### src/rtl/gtd_queue.sv
`timescale 1ns / 1ps
// ----------------------------------------------------------------------------
// Goertzel request queue
// Small FIFO between the request front end and the back end.
// ----------------------------------------------------------------------------
module gtd_queue #(
  parameter int WIDTH = 8,
  parameter int DEPTH = 2
) (
  input  logic             clk,
  input  logic             rst_n,
  input  logic             push,
  input  logic [WIDTH-1:0] wdata,
  output logic             full,
  input  logic             pop,
  output logic [WIDTH-1:0] rdata,
  output logic             empty
);

  localparam int PTR_W = (DEPTH > 1) ? $clog2(DEPTH) : 1;
  localparam int FILL_W = $clog2(DEPTH + 1);

  logic [WIDTH-1:0]  mem_r [DEPTH];
  logic [PTR_W-1:0]  wr_ptr_r, wr_ptr_nxt;
  logic [PTR_W-1:0]  rd_ptr_r, rd_ptr_nxt;
  logic [FILL_W-1:0] fill_r, fill_nxt;

  assign full  = (fill_r == FILL_W'(DEPTH));
  assign empty = (fill_r == '0);
  assign rdata = mem_r[rd_ptr_r];

  always_comb begin
    wr_ptr_nxt = wr_ptr_r;
    rd_ptr_nxt = rd_ptr_r;
    fill_nxt   = fill_r;
    if (push) begin
      wr_ptr_nxt = (wr_ptr_r == PTR_W'(DEPTH - 1)) ? '0 : wr_ptr_r + PTR_W'(1);
    end
    if (pop) begin
      rd_ptr_nxt = (rd_ptr_r == PTR_W'(DEPTH - 1)) ? '0 : rd_ptr_r + PTR_W'(1);
    end
    if (push && !pop) begin
      fill_nxt = fill_r + FILL_W'(1);
    end else if (pop && !push) begin
      fill_nxt = fill_r - FILL_W'(1);
    end
  end

  always_ff @(posedge clk) begin
    if (!rst_n) begin
      wr_ptr_r <= '0;
      rd_ptr_r <= '0;
      fill_r   <= '0;
    end else begin
      wr_ptr_r <= wr_ptr_nxt;
      rd_ptr_r <= rd_ptr_nxt;
      fill_r   <= fill_nxt;
    end
  end

  always_ff @(posedge clk) begin
    if (push) begin
      mem_r[wr_ptr_r] <= wdata;
    end
  end

endmodule

### config.mk
export PLATFORM = sky130hd
export DESIGN_NAME = gtd_queue
export DESIGN_NICKNAME = d
export VERILOG_FILES = /design/src/rtl/gtd_queue.sv
export SDC_FILE = /design/constraint.sdc
export NUM_CORES = 1
export LEC_CHECK = 0
export BUFFER_PORTS_ARGS = -buffer_cell sky130_fd_sc_hd__buf_2
export CORE_MARGIN = 10
export CORE_UTILIZATION = 48
export CTS_BUF_LIST = sky130_fd_sc_hd__clkbuf_4
export DETAILED_ROUTE_END_ITERATION = 12
export PLACE_DENSITY = 0.83
export SLEW_MARGIN = 20
export SYNTH_ARGS = -nofsm -noshare
export SYNTH_HDL_FRONTEND = slang
export SYNTH_SLANG_ARGS = --single-unit
### constraint.sdc
create_clock -name clk -period 1.45 [get_ports clk]
set_input_delay 0.145 -clock clk [delete_from_list [all_inputs] [get_ports clk]]
set_output_delay 0.145 -clock clk [all_outputs]
set_load 0.02 [all_outputs]
==> flow_summary.yaml, run 1 <==
drt:
  vias: 445
  viasPerCell: 5.000
  route.detailed.wl_per_inst_um: 16.02
  postRouteWirelength_mm: 1.426
  drtIter0Drc: 7
  drc: 0
  dr.pass1.iters: 4
  antenna_left: 0
synthesis:
  netlist_area_um2: 794.5
  synth_nets: 60
  yosys_warnings: 0
  avgSynthCellArea_um2: 16.90
  ys_types: 16
  synth_cells: 47
  ys_seq_area_frac: 0.7307
  synth-seq-cells: 21
global_route:
  overflow: 0
  grt_pass1_vias: 518
  antenna_found_initial: 0
  grt_use_met2: 0.1397
  busiest_layer: "met2"
  grt_max_degree: 13
  grt_pass1_wl_mm: 2.242
  grt_use_total: 0.08242
  gr-usage-met3: 0.02923
  use_met1: 0.08631
floorplanning:
  start_util: 0.5154
  die_area_um2: 3683
  rows: 14
  core_um2: 1541
  ios: 22
  fp.dieH_um: 60.69
  dieWidth_um: 60.69
setup_path:
  path_max_fanout: 8
  critPathCaptureType: "primary output"
  startpoint_type: "flop"
  cp_slowest_cell: "dfxtp_4"
  crit_type: "reg2out"
  cp_data_arrival_time_ps: 1220
  critPathBufInv: 1
  crit_family: "flip-flops"
  required_ps: 1310
  critPathMaxStageDelay_ps: 420
  crit_chain: "mux2_2 -> buf_2"
power_and_ir_drop:
  p_int_w: 0.0008796
  power.share.sequential: 0.609
  p_per_area_nw_per_um2: 1217
  ir_worst_vdd_uv: 827.6
  p_comb_frac: 0.159
  p_sw_frac: 0.2481
  p_switching_w: 0.0002903
  p_leak_nw: 0.3905
  p_clk_frac: 0.231
timing:
  final-hold-violation-count: 0
  fmax_mhz: 734.7
  fin_skew_ps: 4.052
  grt_setup_unrepaired: "no"
  tightestPinTransition_ps: 378.5
  setup-tns-final_ps: 0
  post-route-period-util: 0.9387
  finalCriticalPeriod_ps: 1361
  finalMaxSlewViolations: 0
  timing.slew.headroom: 0.7477
  holdWs_ps: 28.46
  fin_ws_ps: 88.82
  finalSetupViolations: 0
layout:
  multiInputGateArea_um2: 205.2
  seq_area_um2: 584.3
  finalNetCount: 87
  syn_to_final_growth_pct: 20.94
  final.fill_count: 122
  drive_above_1_share: 0.5068
  insertedDiodeCount: 0
clocking:
  cts.sinks: 21
  cts-hold-fix-buffers: 0
  clk_latency_ps: 290
  postCtsSetupBuffers: 0
  cts_tree: "built"
  cts-root-buf: "clkbuf_4"
  cts.clk_slew.worst_paths_ps: 110
  htreeDepth: 1
  cts_buffer_depth: 2
  cts_made_buffers: 3
placed_design:
  dp_hpwl_mm: 1.118
  place_ws_ps: 228.3
  portBuffers: 21
  gp_congestion: 0.6636
job:
  cap_violations: 0
worst_hold_path:
  min_path_type: "in2reg"
run_status:
  status: "complete, no violations"
==> power groups by stage <==
stage / clock network (W) / registers, W / logic, W
floorplan: 0 / 0.000714 / 0.000129
CTS: 0.000279 / 0.000715 / 0.000191
global placement: 0 / 0.000724 / 0.000183
detailed placement: 0 / 0.000727 / 0.000190
finish: 0.000270 / 0.000713 / 0.000187
global route: 0.000301 / 0.000720 / 0.000202
==> path summary, 6_finish.rpt <==
check,start,depth (start not counted),slack [ps],to
max,flop,2,90,rdata[0]
max reg2reg,fill_r[0],3,380,fill_r[1]
min,wdata[0],1,30,mem_r[0][0]
min reg2reg,fill_r[1],2,530,fill_r[1]
==> logic make-up after synthesis <==
group | synth area share
buffers and inverters | 0.01101
DFF | 0.7307
and+or+nand+nor | 0.07086
muxes | 0.1134
AOI/OAI and AO/OA | 0.02520
xor gates and xnor gates | 0.03308
adders and majority gates | 0.01575
==> final cells by class <==
type	instances	area share
Multi-Input combinational cell	24	0.2135
Clock inverter	1	0.005208
Timing Repair Buffer	23	0.1250
Inverter	1	0.003906
Tap cell	16	0.02083
Clock buffer	3	0.02344
Sequential cell	21	0.6081
==> synthesized netlist by cell type <==
library cell / instances / share of area
inv_1: 1 / 0.0047
xor2_1: 2 / 0.022
buf_2: 1 / 0.0063
nor2b_1: 2 / 0.016
or3_1: 1 / 0.0079
o21ai_0: 1 / 0.0063
and2b_2: 1 / 0.011
a21boi_1: 1 / 0.0095
mux2_2: 8 / 0.11
o21a_1: 1 / 0.0095
and2_1: 4 / 0.031
xnor2_1: 1 / 0.011
edfxtp_1: 16 / 0.60
nor2_1: 1 / 0.0047
dfxtp_1: 5 / 0.13
ha_1: 1 / 0.016
==> layout by cell type (no fill, tap or decap) <==
cell | synthesis | routed
mux2_2 | 8 | 8
clkbuf_4 | 0 | 3
buf_2 | 1 | 21
xnor2_1 | 1 | 1
ha_1 | 1 | 1
or3_1 | 1 | 1
o21ai_0 | 1 | 1
o21a_1 | 1 | 1
clkinv_2 | 0 | 1
and2b_2 | 1 | 1
inv_1 | 1 | 1
edfxtp_1 | 16 | 16
nor2b_1 | 2 | 2
nor2_1 | 1 | 1
dfxtp_4 | 0 | 1
xor2_1 | 2 | 2
a21boi_1 | 1 | 1
and2_1 | 4 | 4
dfxtp_1 | 5 | 4
buf_4 | 0 | 2
==> state kept, by name (all words and copies together) (netlist names), named ones only <==
register	flops
rd_ptr_r	1
wr_ptr_r	1
mem_r	16
fill_r	2
==> per-layer routing <==
layer,up-vias,part of all wire
met1,206,0.39
met5,-,0
met2,14,0.53
met3,2,0.076
met4,0,0.0063
li1,223,-
==> per-stage QoR <==
step / utilization / area, um^2 / power [W] / cells
2_1_floorplan: - / 794.5 / 0.0008431 / 47
5_1_grt: 0.6234 / 960.9 / 0.001224 / 89
6_report: 0.6234 / 960.9 / 0.001170 / 89
3_5_place_dp: 0.6031 / 929.6 / 0.0009178 / 85
4_1_cts: 0.6218 / 958.4 / 0.001184 / 89
3_3_place_gp: 0.6031 / 929.6 / 0.0009071 / 85
==> repair_timing <==
| action | CTS | global route |
|---|---|---|
| setup endpoints to repair | 8 | 8 |
| resized for setup | 1 | 1 |
| cloned | 0 | 0 |
Power figures use the tool's default switching activity.
==> run 2, diff against run 1 <==
==> config.mk (replaced) <==
export PLATFORM = sky130hd
export DESIGN_NAME = gtd_queue
export DESIGN_NICKNAME = d
export VERILOG_FILES = /design/src/rtl/gtd_queue.sv
export SDC_FILE = /design/constraint.sdc
export NUM_CORES = 1
export LEC_CHECK = 0
export CORE_UTILIZATION = 48
export CTS_BUF_LIST = sky130_fd_sc_hd__clkbuf_4
export DETAILED_ROUTE_END_ITERATION = 12
export DONT_BUFFER_PORTS = 1
export PLACE_DENSITY = 0.72
export SLEW_MARGIN = 20
export SYNTH_ARGS = -nofsm -noshare
export SYNTH_HDL_FRONTEND = slang
export SYNTH_SLANG_ARGS = --single-unit
==> flow_summary.yaml, run 2 (same netlist as run 1, synthesis figures left out) <==
run_status:
  status: "complete, no violations"
placed_design:
  portBuffers: 0
  gp_congestion: 0.5869
  place_ws_ps: 361.3
global_route:
  grt_pass1_vias: 427
  overflow: 0
  grt_max_degree: 12
  grt_pass1_wl_mm: 1.932
  antenna_found_initial: 0
  grt_use_total: 0.1505
clocking:
  cts_tree: "built"
  cts_made_buffers: 3
  cts.clk_slew.worst_paths_ps: 110
  cts.sinks: 21
  cts-root-buf: "clkbuf_4"
  cts_buffer_depth: 2
  htreeDepth: 1
  clk_latency_ps: 290
setup_path:
  cp_slowest_cell: "dfxtp_2"
  path_max_fanout: 8
  crit_family: "flip-flops"
  worst_r2r_path_depth: 3
  crit_type: "reg2out"
  cp_data_arrival_time_ps: 1150
  critPathBufInv: 0
  critPathCaptureType: "primary output"
  startpoint_type: "flop"
  required_ps: 1310
  crit_cells: 1
  crit_chain: "mux2_2"
  critPathMaxStageDelay_ps: 440
layout:
  final_common_cell: "edfxtp_1"
  layout_common_cells: "edfxtp_1, dlygate4sd3_1, mux2_2"
  insertedDiodeCount: 0
  largest_register_ffs: 16
  finalNetCount: 74
  final.fill_count: 118
  seq_area_um2: 581.8
  multiInputGateArea_um2: 205.2
  reg_top3: "mem_r (16), fill_r (2)"
  drive_above_1_share: 0.2500
  largest-register: "mem_r"
  syn_to_final_growth_pct: 18.11
floorplanning:
  die_area_um2: 1822
  fp.dieH_um: 42.69
  rows: 14
  start_util: 0.5213
  ios: 22
  dieWidth_um: 42.69
  core_um2: 1524
power_and_ir_drop:
  p_leak_nw: 0.3400
  p_per_area_nw_per_um2: 1237
  power_w: 0.001161
  ir_worst_vdd_uv: 676.4
worst_hold_path:
  holdPathStages: 2
  min_path_type: "in2reg"
timing:
  fin_skew_ps: 2.643
  grt_setup_unrepaired: "no"
  finalSetupViolations: 0
  finalMaxSlewViolations: 0
  fmax_mhz: 769.6
  holdWs_ps: 60.44
  fin_ws_ps: 150.7
  setup-tns-final_ps: 0
  timing.slew.headroom: 0.7401
  final-hold-violation-count: 0
  finalCriticalPeriod_ps: 1299
  post-route-period-util: 0.8961
  tightestPinTransition_ps: 389.9
drt:
  dr.pass1.iters: 3
  drtIter0Drc: 4
  postRouteWirelength_mm: 1.229
  antenna_left: 0
  route.detailed.wl_per_inst_um: 16.17
  drc: 0
  viasPerCell: 5.355
  vias: 407
job:
  cap_violations: 0
run 2: cell type report:
cell class              count  share of cell area
flip-flops and latches     21              0.6200
repair buffers             10              0.1040
clock buffers               4             0.03200
inverters                   1            0.004000
well taps                  16             0.02133
multi-input cells          24              0.2187
run 2: timing repair:
item                                    4_1_cts  5_1_grt
hold buffers                                  9        0
setup buffers                                 0        0
endpoints found under the hold margin        21        0
endpoints found under the setup margin        0        8
gates resized for setup                       0        1
run 2: final timing paths:
check / startpoint / endpoint / slack [ps]
worst max-delay path: flop / rdata[1] / 150
worst min-delay path: push / wr_ptr_r / 60
worst max register to register: fill_r[0] / fill_r[1] / 380
worst min register to register: fill_r[1] / fill_r[1] / 550
run 2: stage by stage:
stage / utilization / cells / cell area [um^2]
global route: 0.6158 / 76 / 938.4
finish: 0.6158 / 76 / 938.4
CTS: 0.6149 / 76 / 937.1
global placement: 0.5361 / 63 / 817.0
floorplan: - / 47 / 794.5
detailed placement: 0.5361 / 63 / 817.0
run 2: power by group:
part           switching [W]  leakage (nW)  internal, W
sequential         0.0000253         0.192     0.000689
combinational      0.0000892         0.130    0.0000717
clock               0.000160        0.0184     0.000126
total               0.000275         0.340     0.000886
run 2: routing by layer:
layer | wire, um | GRT usage | vias to the layer above | share of wire
met5 | 0 | 0 | - | 0
met4 | 0 | 0.09375 | 0 | 0
met2 | 688 | 0.2576 | 12 | 0.56
met1 | 459 | 0.1584 | 200 | 0.37
met3 | 81 | 0.04681 | 0 | 0.066
li1 | - | - | 195 | -
