**config.mk**
```make
export PLATFORM = sky130hd
export DESIGN_NAME = gtd_front
export DESIGN_NICKNAME = d
export VERILOG_FILES = /design/src/rtl/gtd_pkg.sv /design/src/rtl/gtd_front.sv
export SDC_FILE = /design/constraint.sdc
export NUM_CORES = 1
export LEC_CHECK = 0
export ABC_AREA = 1
export BUFFER_PORTS_ARGS = -buffer_cell sky130_fd_sc_hd__buf_2
export CAP_MARGIN = 20
export CORE_UTILIZATION = 49
export DETAILED_ROUTE_END_ITERATION = 8
export GPL_TIMING_DRIVEN = 0
export PLACE_DENSITY = 0.84
export SLEW_MARGIN = 40
export SYNTH_ARGS = -nofsm -noshare
export SYNTH_HDL_FRONTEND = slang
export SYNTH_SLANG_ARGS = --single-unit
```
**constraint.sdc**
```tcl
create_clock -name clk -period 3 [get_ports clk]
set_input_delay 0.15 -clock clk [delete_from_list [all_inputs] [get_ports clk]]
set_output_delay 0.15 -clock clk [all_outputs]
set_load 0.05 [all_outputs]
```
**src/rtl/gtd_pkg.sv**
```systemverilog
`timescale 1ns / 1ps
// ----------------------------------------------------------------------------
// Goertzel tone detector package
// Shared widths, codes, configuration/result types and defaults for the detector.
// ----------------------------------------------------------------------------
package gtd_pkg;

  // Fixed field widths.
  localparam int CMD_W      = 2;
  localparam int SMP_PORT_W = 10;
  localparam int CNT_W      = 11;
  localparam int COEF_W     = 16;
  localparam int CENTER_W   = 10;
  localparam int MAG_W      = 63;
  localparam int ENERGY_W   = 32;
  localparam int PUR_W      = 16;
  localparam int OP_W       = 2;
  localparam int CFG_IDX_W  = 2;
  localparam int CFG_DATA_W = 16;

  // Arithmetic.
  localparam int FRAC_BITS  = 14;
  localparam int UNIT_W     = 31;
  localparam int PAB_W      = 2 * UNIT_W;
  localparam int XP_W       = COEF_W + UNIT_W;
  localparam int T_W        = 78;
  localparam int D_W        = CNT_W + ENERGY_W;
  localparam int REM_W      = D_W + 1;
  localparam int Q_W        = PUR_W + 1;
  localparam int DIV_STEPS  = Q_W;
  localparam int DIV_CNT_W  = 5;

  // Block-level defaults.
  localparam int MAX_BLOCK_DEF   = 1024;
  localparam int SAMPLE_BITS_DEF = 10;
  localparam int STATE_BITS_DEF  = 48;
  localparam int QUEUE_DEPTH     = 2;
  localparam int CNT_MAX         = (1 << CNT_W) - 1;

  localparam logic [CENTER_W-1:0] CENTER_RST = CENTER_W'(128);
  localparam logic [CNT_W-1:0]    LIMIT_RST  = CNT_W'(1024);

  typedef enum logic [OP_W-1:0] {
    OP_ADD    = 2'd0,
    OP_DETECT = 2'd1,
    OP_CLEAR  = 2'd2,
    OP_NOP    = 2'd3
  } gtd_op_t;

  typedef enum logic [1:0] {
    STAT_OK     = 2'd0,
    STAT_REJECT = 2'd1,
    STAT_EMPTY  = 2'd2,
    STAT_SAT    = 2'd3
  } gtd_status_t;

  typedef enum logic [CFG_IDX_W-1:0] {
    CFG_COEFFICIENT = 2'd0,
    CFG_ADC_CENTER  = 2'd1,
    CFG_BLOCK_LIMIT = 2'd2
  } gtd_cfg_idx_t;

  typedef enum logic [3:0] {
    S_IDLE,
    S_RND,
    S_SUB,
    S_ADD,
    S_UNIT,
    S_SQ,
    S_CX,
    S_SUM,
    S_ACC,
    S_RNDM,
    S_CHK,
    S_DIV
  } gtd_state_t;

  typedef struct packed {
    logic signed [COEF_W-1:0] coefficient;
    logic [CENTER_W-1:0]      adc_center;
    logic [CNT_W-1:0]         block_limit;
  } gtd_cfg_t;

  typedef struct packed {
    gtd_status_t         status;
    logic [CNT_W-1:0]    sample_count;
    logic [MAG_W-1:0]    magnitude_squared;
    logic [ENERGY_W-1:0] energy;
    logic [PUR_W-1:0]    purity;
  } gtd_result_t;

endpackage

```
**src/rtl/gtd_front.sv**
```systemverilog
`timescale 1ns / 1ps
// ----------------------------------------------------------------------------
// Goertzel front end
// Holds the configuration registers, decodes requests and removes the ADC
// offset before queueing them for the back end.
// ----------------------------------------------------------------------------
module gtd_front
  import gtd_pkg::*;
#(
  parameter int SAMPLE_BITS = SAMPLE_BITS_DEF
) (
  input  logic                  clk,
  input  logic                  rst_n,
  input  logic                  in_valid,
  output logic                  in_stall,
  input  logic [CMD_W-1:0]      in_command,
  input  logic [SMP_PORT_W-1:0] in_sample,
  input  logic                  cfg_valid,
  output logic                  cfg_ready,
  input  logic [CFG_IDX_W-1:0]  cfg_index,
  input  logic [CFG_DATA_W-1:0] cfg_data,
  input  logic                  q_full,
  output logic                  q_push,
  output logic [OP_W+((SAMPLE_BITS < SMP_PORT_W) ? SAMPLE_BITS : SMP_PORT_W):0] q_wdata,
  output gtd_cfg_t              cfg
);

  localparam int SMP_W = (SAMPLE_BITS < SMP_PORT_W) ? SAMPLE_BITS : SMP_PORT_W;
  localparam int X_W   = SMP_W + 1;

  logic signed [COEF_W-1:0] coef_r, coef_nxt;
  logic [CENTER_W-1:0]      center_r, center_nxt;
  logic [CNT_W-1:0]         limit_r, limit_nxt;
  gtd_op_t                  op;
  logic signed [X_W-1:0]    x;

  assign cfg_ready = 1'b1;
  assign in_stall  = q_full;
  assign q_push    = in_valid && !q_full;

  always_comb begin
    coef_nxt   = coef_r;
    center_nxt = center_r;
    limit_nxt  = limit_r;
    if (cfg_valid) begin
      unique case (cfg_index)
        CFG_COEFFICIENT: coef_nxt   = cfg_data;
        CFG_ADC_CENTER:  center_nxt = cfg_data[CENTER_W-1:0];
        CFG_BLOCK_LIMIT: limit_nxt  = cfg_data[CNT_W-1:0];
        default: ;
      endcase
    end
  end

  always_ff @(posedge clk) begin
    if (!rst_n) begin
      coef_r   <= '0;
      center_r <= CENTER_RST;
      limit_r  <= LIMIT_RST;
    end else begin
      coef_r   <= coef_nxt;
      center_r <= center_nxt;
      limit_r  <= limit_nxt;
    end
  end

  assign cfg.coefficient = coef_r;
  assign cfg.adc_center  = center_r;
  assign cfg.block_limit = limit_r;

  // Every command value maps onto one of the four operation codes.
  assign op = gtd_op_t'(in_command);

  // Only the low sample bits of both the sample and the center take part.
  assign x = $signed({1'b0, in_sample[SMP_W-1:0]}) - $signed({1'b0, center_r[SMP_W-1:0]});
  assign q_wdata = {op, x};

endmodule

```
==> flow_summary_export.csv, run 1 <==
group,metric,value,unit
detailed_routing,vias,1885,
detailed_routing,drc,0,
timing,min_period,2.197,ns
cts,cts_buffer_depth,2,
synth,ys.warnings.count,0,
detailed_routing,drt_iter0_markers,112,
cts,post_cts.repair.setup_buffers,0,
timing,finClkSkew,0,ns
cts,path_clk_slew,0.07,ns
synth,synth_cell_types,25,
synth,synth_nets,306,
floorplanning,ios,88,
critical_path,r2r_slack,2.36,ns
global_routing,grt-ovfl-total,0,
final_layout,layout-drive-gt1-share,30.48,%
placement,place_hpwl,3470,um
timing,max_freq,0.4552,GHz
global_routing,grt_usage,23.68,%
detailed_routing,post_drt_wl_per_cell,11.27,um
placement,port_buffers,83,
pwr,ir_drop,0.0004996,V
synth,synth-edff-count,0,
synth,synthFlopType,"dfxtp_1",
synth,ys_seq_area_share,40.30,%
cts,cts_made_buffers,5,
synth,avgSynthCellArea,7.069,um2
synth,syn_inst,260,
timing,setup_violations,0,
critical_path,cp_max_fo,3,
detailed_routing,finalWirelength,4474,um
final_layout,final_util,69.55,%
final_layout,areaGrowthSynthToFinish,31.25,%
timing,hold_viol_final,0,
floorplanning,die_area,4000,um2
cts,cts_hold_buffers,0,
floorplanning,core_area,3468,um2
pwr,p_leak,1.287,nW
outcome,status,"completed",
placement,place_area,2311,um2
detailed_routing,firstDrtPassIters,4,
floorplanning,rows,21,
cts,post_cts_resized,0,
floorplanning,die_w,63.25,um
synth,synth.top_cell.area_share,40.30,%
cts,cts_tree,"built",
pwr,pwr_density_cell,557.2,nW/um2
global_routing,grt_pass1_wl,7500,um
synth,async_flop_share,0,%
critical_path,crit_path_end_kind,"output port",
global_routing,grt_pass1_vias,1783,
critical_path,cp.arrival,2.05,ns
placement,place_congestion,0.8321,
floorplanning,die_y,63.25,um
timing,rsz0062_at_grt,"no",
cts,cts_sinks,37,
cts,cts-root-buf,"clkbuf_8",
synth,synth_area_leaders,"dfxtp_1 (40%), nor2_1 (13%), o21ai_0 (9.0%)",
detailed_routing,viasPerCell,4.748,
cts,htreeDepth,2,
timing,maxSlewViolCount,0,
synth,synth_seq_cells,37,
synth,synth_top_area_cell,"dfxtp_1",
final_layout,fin_nets,396,
timing,tns,0,ns
critical_path,critPathKind,"reg2out",
floorplanning,start_util,52.99,%
global_routing,grt_max_degree,12,
final_layout,n_antenna_cell,0,
synth,netlist_area,1838,um2
min_path,hold_class,"in2reg",
detailed_routing,ant_nets,0,
flow_run,max_cap_viol_count,0,
cts,clock_latency,0.28,ns
critical_path,start_kind,"flip-flop",
final_layout,design_area,2412,um2
timing,finalCritPeriodShare,73.23,%
critical_path,cp.required,2.85,ns
global_routing,antenna_found_initial,0,
sequential cells by signal, summed over array words and instances, names as in the netlist:
signal / count
center_r: 10
coef_r: 16
limit_r: 11
cell families after synthesis:
| family | Yosys count | share of synthesized area (%) |
|---|---|---|
| buffers and inverters | 39 | 10.14 |
| AO/OA/AOI/OAI | 51 | 14.36 |
| flip-flops | 37 | 40.30 |
| adder cells (fa/ha/maj) | 11 | 7.897 |
| XOR/XNOR | 4 | 1.906 |
| AND/OR/NAND/NOR | 117 | 25.19 |
| other | 1 | 0.2040 |
cells in the mapped netlist (2+ instances only):
| cell type | n |
|---|---|
| nor2_1 | 64 |
| nand2_1 | 38 |
| dfxtp_1 | 37 |
| o21ai_0 | 33 |
| inv_1 | 24 |
| a21oi_1 | 14 |
| ha_1 | 10 |
| nand3_1 | 10 |
| buf_4 | 6 |
| xor2_1 | 4 |
| clkbuf_1 | 3 |
| buf_6 | 2 |
| inv_2 | 2 |
| nor2_2 | 2 |
routing by layer:
layer | vias up | GRT usage, % | share of wire (%)
li1 | 999 | - | -
met1 | 811 | 27.29 | 43
met2 | 69 | 41.80 | 50
met3 | 6 | 6.159 | 6.1
met4 | 0 | 8.523 | 1.2
met5 | - | 0 | 0
placed cells by master, fill, tap and decap left out, types with 3 or more instances in the layout:
master / n
buf_2: 84
nor2_1: 64
nand2_1: 38
dfxtp_1: 37
o21ai_0: 33
inv_1: 24
a21oi_1: 14
nand3_1: 10
ha_1: 10
clkbuf_8: 7
buf_4: 6
xor2_1: 4
clkbuf_1: 3
metrics by stage:
stage	hold slack, ns	power, mW	cells	setup WS [ns]
after global routing	0.1157	1.413	397	0.6565
after detailed placement	0.3870	0.9800	389	1.111
final	0.1083	1.344	397	0.8030
after CTS	0.1065	1.354	397	0.7982
after global placement	0.3817	0.9726	389	1.138
after floorplan	0.2764	0.8755	260	0.4833
report_power, final:
part / total, mW / internal, mW / switching, mW
Sequential: 0.529 / 0.517 / 0.0126
Clock: 0.374 / 0.207 / 0.167
Combinational: 0.441 / 0.114 / 0.327
critical path, stage by stage (launching register included):
cell and delay [ns]:
dfxtp_1 0.37, ha_1 0.16, inv_1 0.08, fa_1 0.40, nand3_1 0.08, nand2_1 0.11, nand2_1 0.08, nand2_1 0.08
a21oi_1 0.14, buf_2 0.28
layout make-up:
type | count | area [um2]
Clock inverter | 1 | 5.005
Tap cell | 46 | 57.56
Clock buffer | 7 | 96.34
Multi-Input combinational cell | 184 | 910.9
Sequential cell | 37 | 740.7
Fill cell | 315 | 1056
Buffer | 13 | 88.84
Inverter | 26 | 97.59
Timing Repair Buffer | 83 | 415.4
final timing paths:
kind                                    from          end  cells after the start
worst max-delay path             center_r[0]  q_wdata[10]                      9
worst min-delay path            cfg_data[10]  limit_r[10]                      3
worst max register to register   center_r[0]  center_r[0]                      2
worst min register to register    coef_r[14]   coef_r[14]                      2
(Power assumes the default switching activity.)
==> run 2: changes to the inputs <==
--- a/config.mk
+++ b/config.mk
@@ -8,10 +8,10 @@
 export ABC_AREA = 1
 export BUFFER_PORTS_ARGS = -buffer_cell sky130_fd_sc_hd__buf_2
 export CAP_MARGIN = 20
-export CORE_UTILIZATION = 49
+export CORE_UTILIZATION = 46
 export DETAILED_ROUTE_END_ITERATION = 8
 export GPL_TIMING_DRIVEN = 0
-export PLACE_DENSITY = 0.84
+export PLACE_DENSITY = 0.8
 export SLEW_MARGIN = 40
 export SYNTH_ARGS = -nofsm -noshare
 export SYNTH_HDL_FRONTEND = slang
==> constraint.sdc (replaced) <==
create_clock -name clk -period 2.1 [get_ports clk]
set_input_delay 0.105 -clock clk [delete_from_list [all_inputs] [get_ports clk]]
set_output_delay 0.105 -clock clk [all_outputs]
set_load 0.05 [all_outputs]
==> run 2 against run 1 <==
Net effect:
- flip-flop and latch count is the same
- register-to-register slack lost 0.93 ns
- worst hold slack lost 0.049 ns
- clock skew is the same
- cell area grew 4.6%
- non-clock buffer count grew 1
- critical path type unchanged
- largest power group unchanged
==> flow_summary_export.csv, run 2 (synthesis results as in run 1) <==
group,metric,value,unit
outcome,status,"completed",
timing,finalCritPeriodShare,94.06,%
cts,cts_buffer_depth,2,
critical_path,cp_max_fo,3,
pwr,ir_drop,0.0005295,V
timing,setup_violations,0,
timing,max_freq,0.5063,GHz
global_routing,grt_max_degree,12,
floorplanning,die_y,65.21,um
cts,cts_sinks,37,
cts,cts_tree,"built",
global_routing,grt_pass1_vias,1724,
timing,hold_viol_final,0,
timing,whs,0.05916,ns
detailed_routing,drc,0,
critical_path,cp.arrival,1.87,ns
floorplanning,start_util,49.10,%
detailed_routing,vias,1937,
final_layout,largest_reg_flops,16,
critical_path,cp.required,2.00,ns
detailed_routing,post_drt_wl_per_cell,11.29,um
critical_path,crit_top_cell,"nand2_2",
detailed_routing,drt_iter0_markers,63,
critical_path,critPathTopFamily,"adder cells",
floorplanning,ios,88,
final_layout,final_cell_mix,"buf_2 (80), nor2_1 (64), dfxtp_1 (36)",
cts,cts_made_buffers,5,
floorplanning,core_area,3744,um2
final_layout,layout-drive-gt1-share,34.09,%
global_routing,grt-ovfl-total,0,
critical_path,r2r_slack,1.43,ns
critical_path,worst_path_max_delay_cell,"fa_2",
pwr,p_leak,1.307,nW
final_layout,n_antenna_cell,0,
critical_path,crit_path_end_kind,"output port",
critical_path,critPathKind,"reg2out",
min_path,whs_endpoint,"limit_r[10]",
final_layout,mostFrequentLayoutCell,"buf_2",
cts,cts-root-buf,"clkbuf_8",
floorplanning,die_w,65.21,um
detailed_routing,ant_nets,0,
timing,maxSlewViolCount,0,
global_routing,antenna_found_initial,0,
pwr,pwr_density_cell,811.5,nW/um2
placement,place_congestion,0.8184,
min_path,min_path_cells,3,
final_layout,fillers,333,
detailed_routing,finalWirelength,4516,um
placement,port_buffers,83,
final_layout,fin_nets,397,
critical_path,reg2reg_to,"limit_r[0]",
critical_path,cp_num_buf_inv,2,
timing,tns,0,ns
flow_run,max_cap_viol_count,0,
final_layout,top_register,"coef_r",
timing,min_period,1.975,ns
cts,clock_latency,0.28,ns
critical_path,start_kind,"flip-flop",
final_layout,areaGrowthSynthToFinish,37.24,%
critical_path,rr_startpoint,"limit_r[0]",
final_layout,top_regs,"coef_r (16), limit_r (11), center_r (10)",
global_routing,grt_pass1_wl,7555,um
cts,path_clk_slew,0.07,ns
global_routing,grt_usage,22.69,%
pwr,finalPower,2.047,mW
min_path,holdCritStartpoint,"cfg_data[10]",
cts,htreeDepth,2,
critical_path,crit_path_cell_trace,"ha_1 -> inv_1 -> fa_2 -> nand3_1 -> nand2_2 -> nand2_2 -> nand2_4 -> xor2_4 -> buf_4",
detailed_routing,viasPerCell,4.843,
floorplanning,die_area,4252,um2
critical_path,cp_slowest_stage_delay,0.35,ns
min_path,hold_class,"in2reg",
timing,finClkSkew,0,ns
detailed_routing,firstDrtPassIters,4,
cts,cts_hold_buffers,0,
floorplanning,rows,22,
critical_path,rr_worst_depth,2,
final_layout,final_util,67.38,%
placement,place_hpwl,3598,um
run 2: changes by cell type in the layout (fill, tap and decap cells not counted), moves of 3 or more:
cell	previous run	this run
buf_2	84	80
buf_4	6	10
a21oi_1	14	11
a21oi_2	0	3
ha_1	10	7
nand2_1	38	35
run 2: worst max path at each step:
stage,depth (start not counted),end,slack [ns],start
2_1_floorplan,7,q_wdata[10],-0.13,center_r[1]
3_3_place_gp,9,q_wdata[6],0.22,center_r[0]
3_5_place_dp,9,q_wdata[10],0.17,center_r[0]
4_1_cts,9,q_wdata[6],0.01,center_r[0]
5_1_grt,9,q_wdata[6],-0.009,center_r[0]
6_report,9,q_wdata[6],0.12,center_r[0]
run 2: area by class of cell:
type,instances,area [um2],share of cell area [%]
Clock inverter,1,30.03,1.190
Buffer,13,88.84,3.522
Inverter,26,97.59,3.869
Tap cell,48,60.06,2.381
Multi-Input combinational cell,184,980.9,38.89
Clock buffer,7,86.33,3.423
Sequential cell,37,742.0,29.41
Timing Repair Buffer,84,436.7,17.31
run 2: worst min-delay path: cells and delay by family:
| family | cells | cell delay (ns) |
|---|---|---|
| buf+inv | 1 | 0.09 |
| simple gates | 2 | 0.12 |
run 2: repair_timing:
item                                    4_1_cts  5_1_grt
setup buffers                                 0        1
pin swaps                                     0        0
gates resized for setup                       4       14
endpoints found under the setup margin        2        5
run 2: per-layer routing:
metal  share of wire [%]  up-vias  track usage (%)  wire (um)
li1                    -      997                -          -
met1                  45      851            29.08       2020
met2                  47       80            38.53       2127
met3                 6.8        9            4.688        308
met4                 1.3        0            5.707         59
met5                   0        -                0          0
run 2: through the flow:
stage                     instances  worst slack (ns)  instance area (um2)
after floorplan                 260           -0.1281                 1869
after global placement          391            0.2158                 2345
after detailed placement        391            0.1705                 2345
after CTS                       399           0.01283                 2471
after global routing            400         -0.009400                 2522
final                           400            0.1248                 2522
run 2: where the power goes:
part	leakage (nW)	internal [mW]	switching, mW
Sequential	0.303	0.739	0.0175
Combinational	0.945	0.188	0.483
Clock	0.0585	0.387	0.233
Total	1.31	1.31	0.733
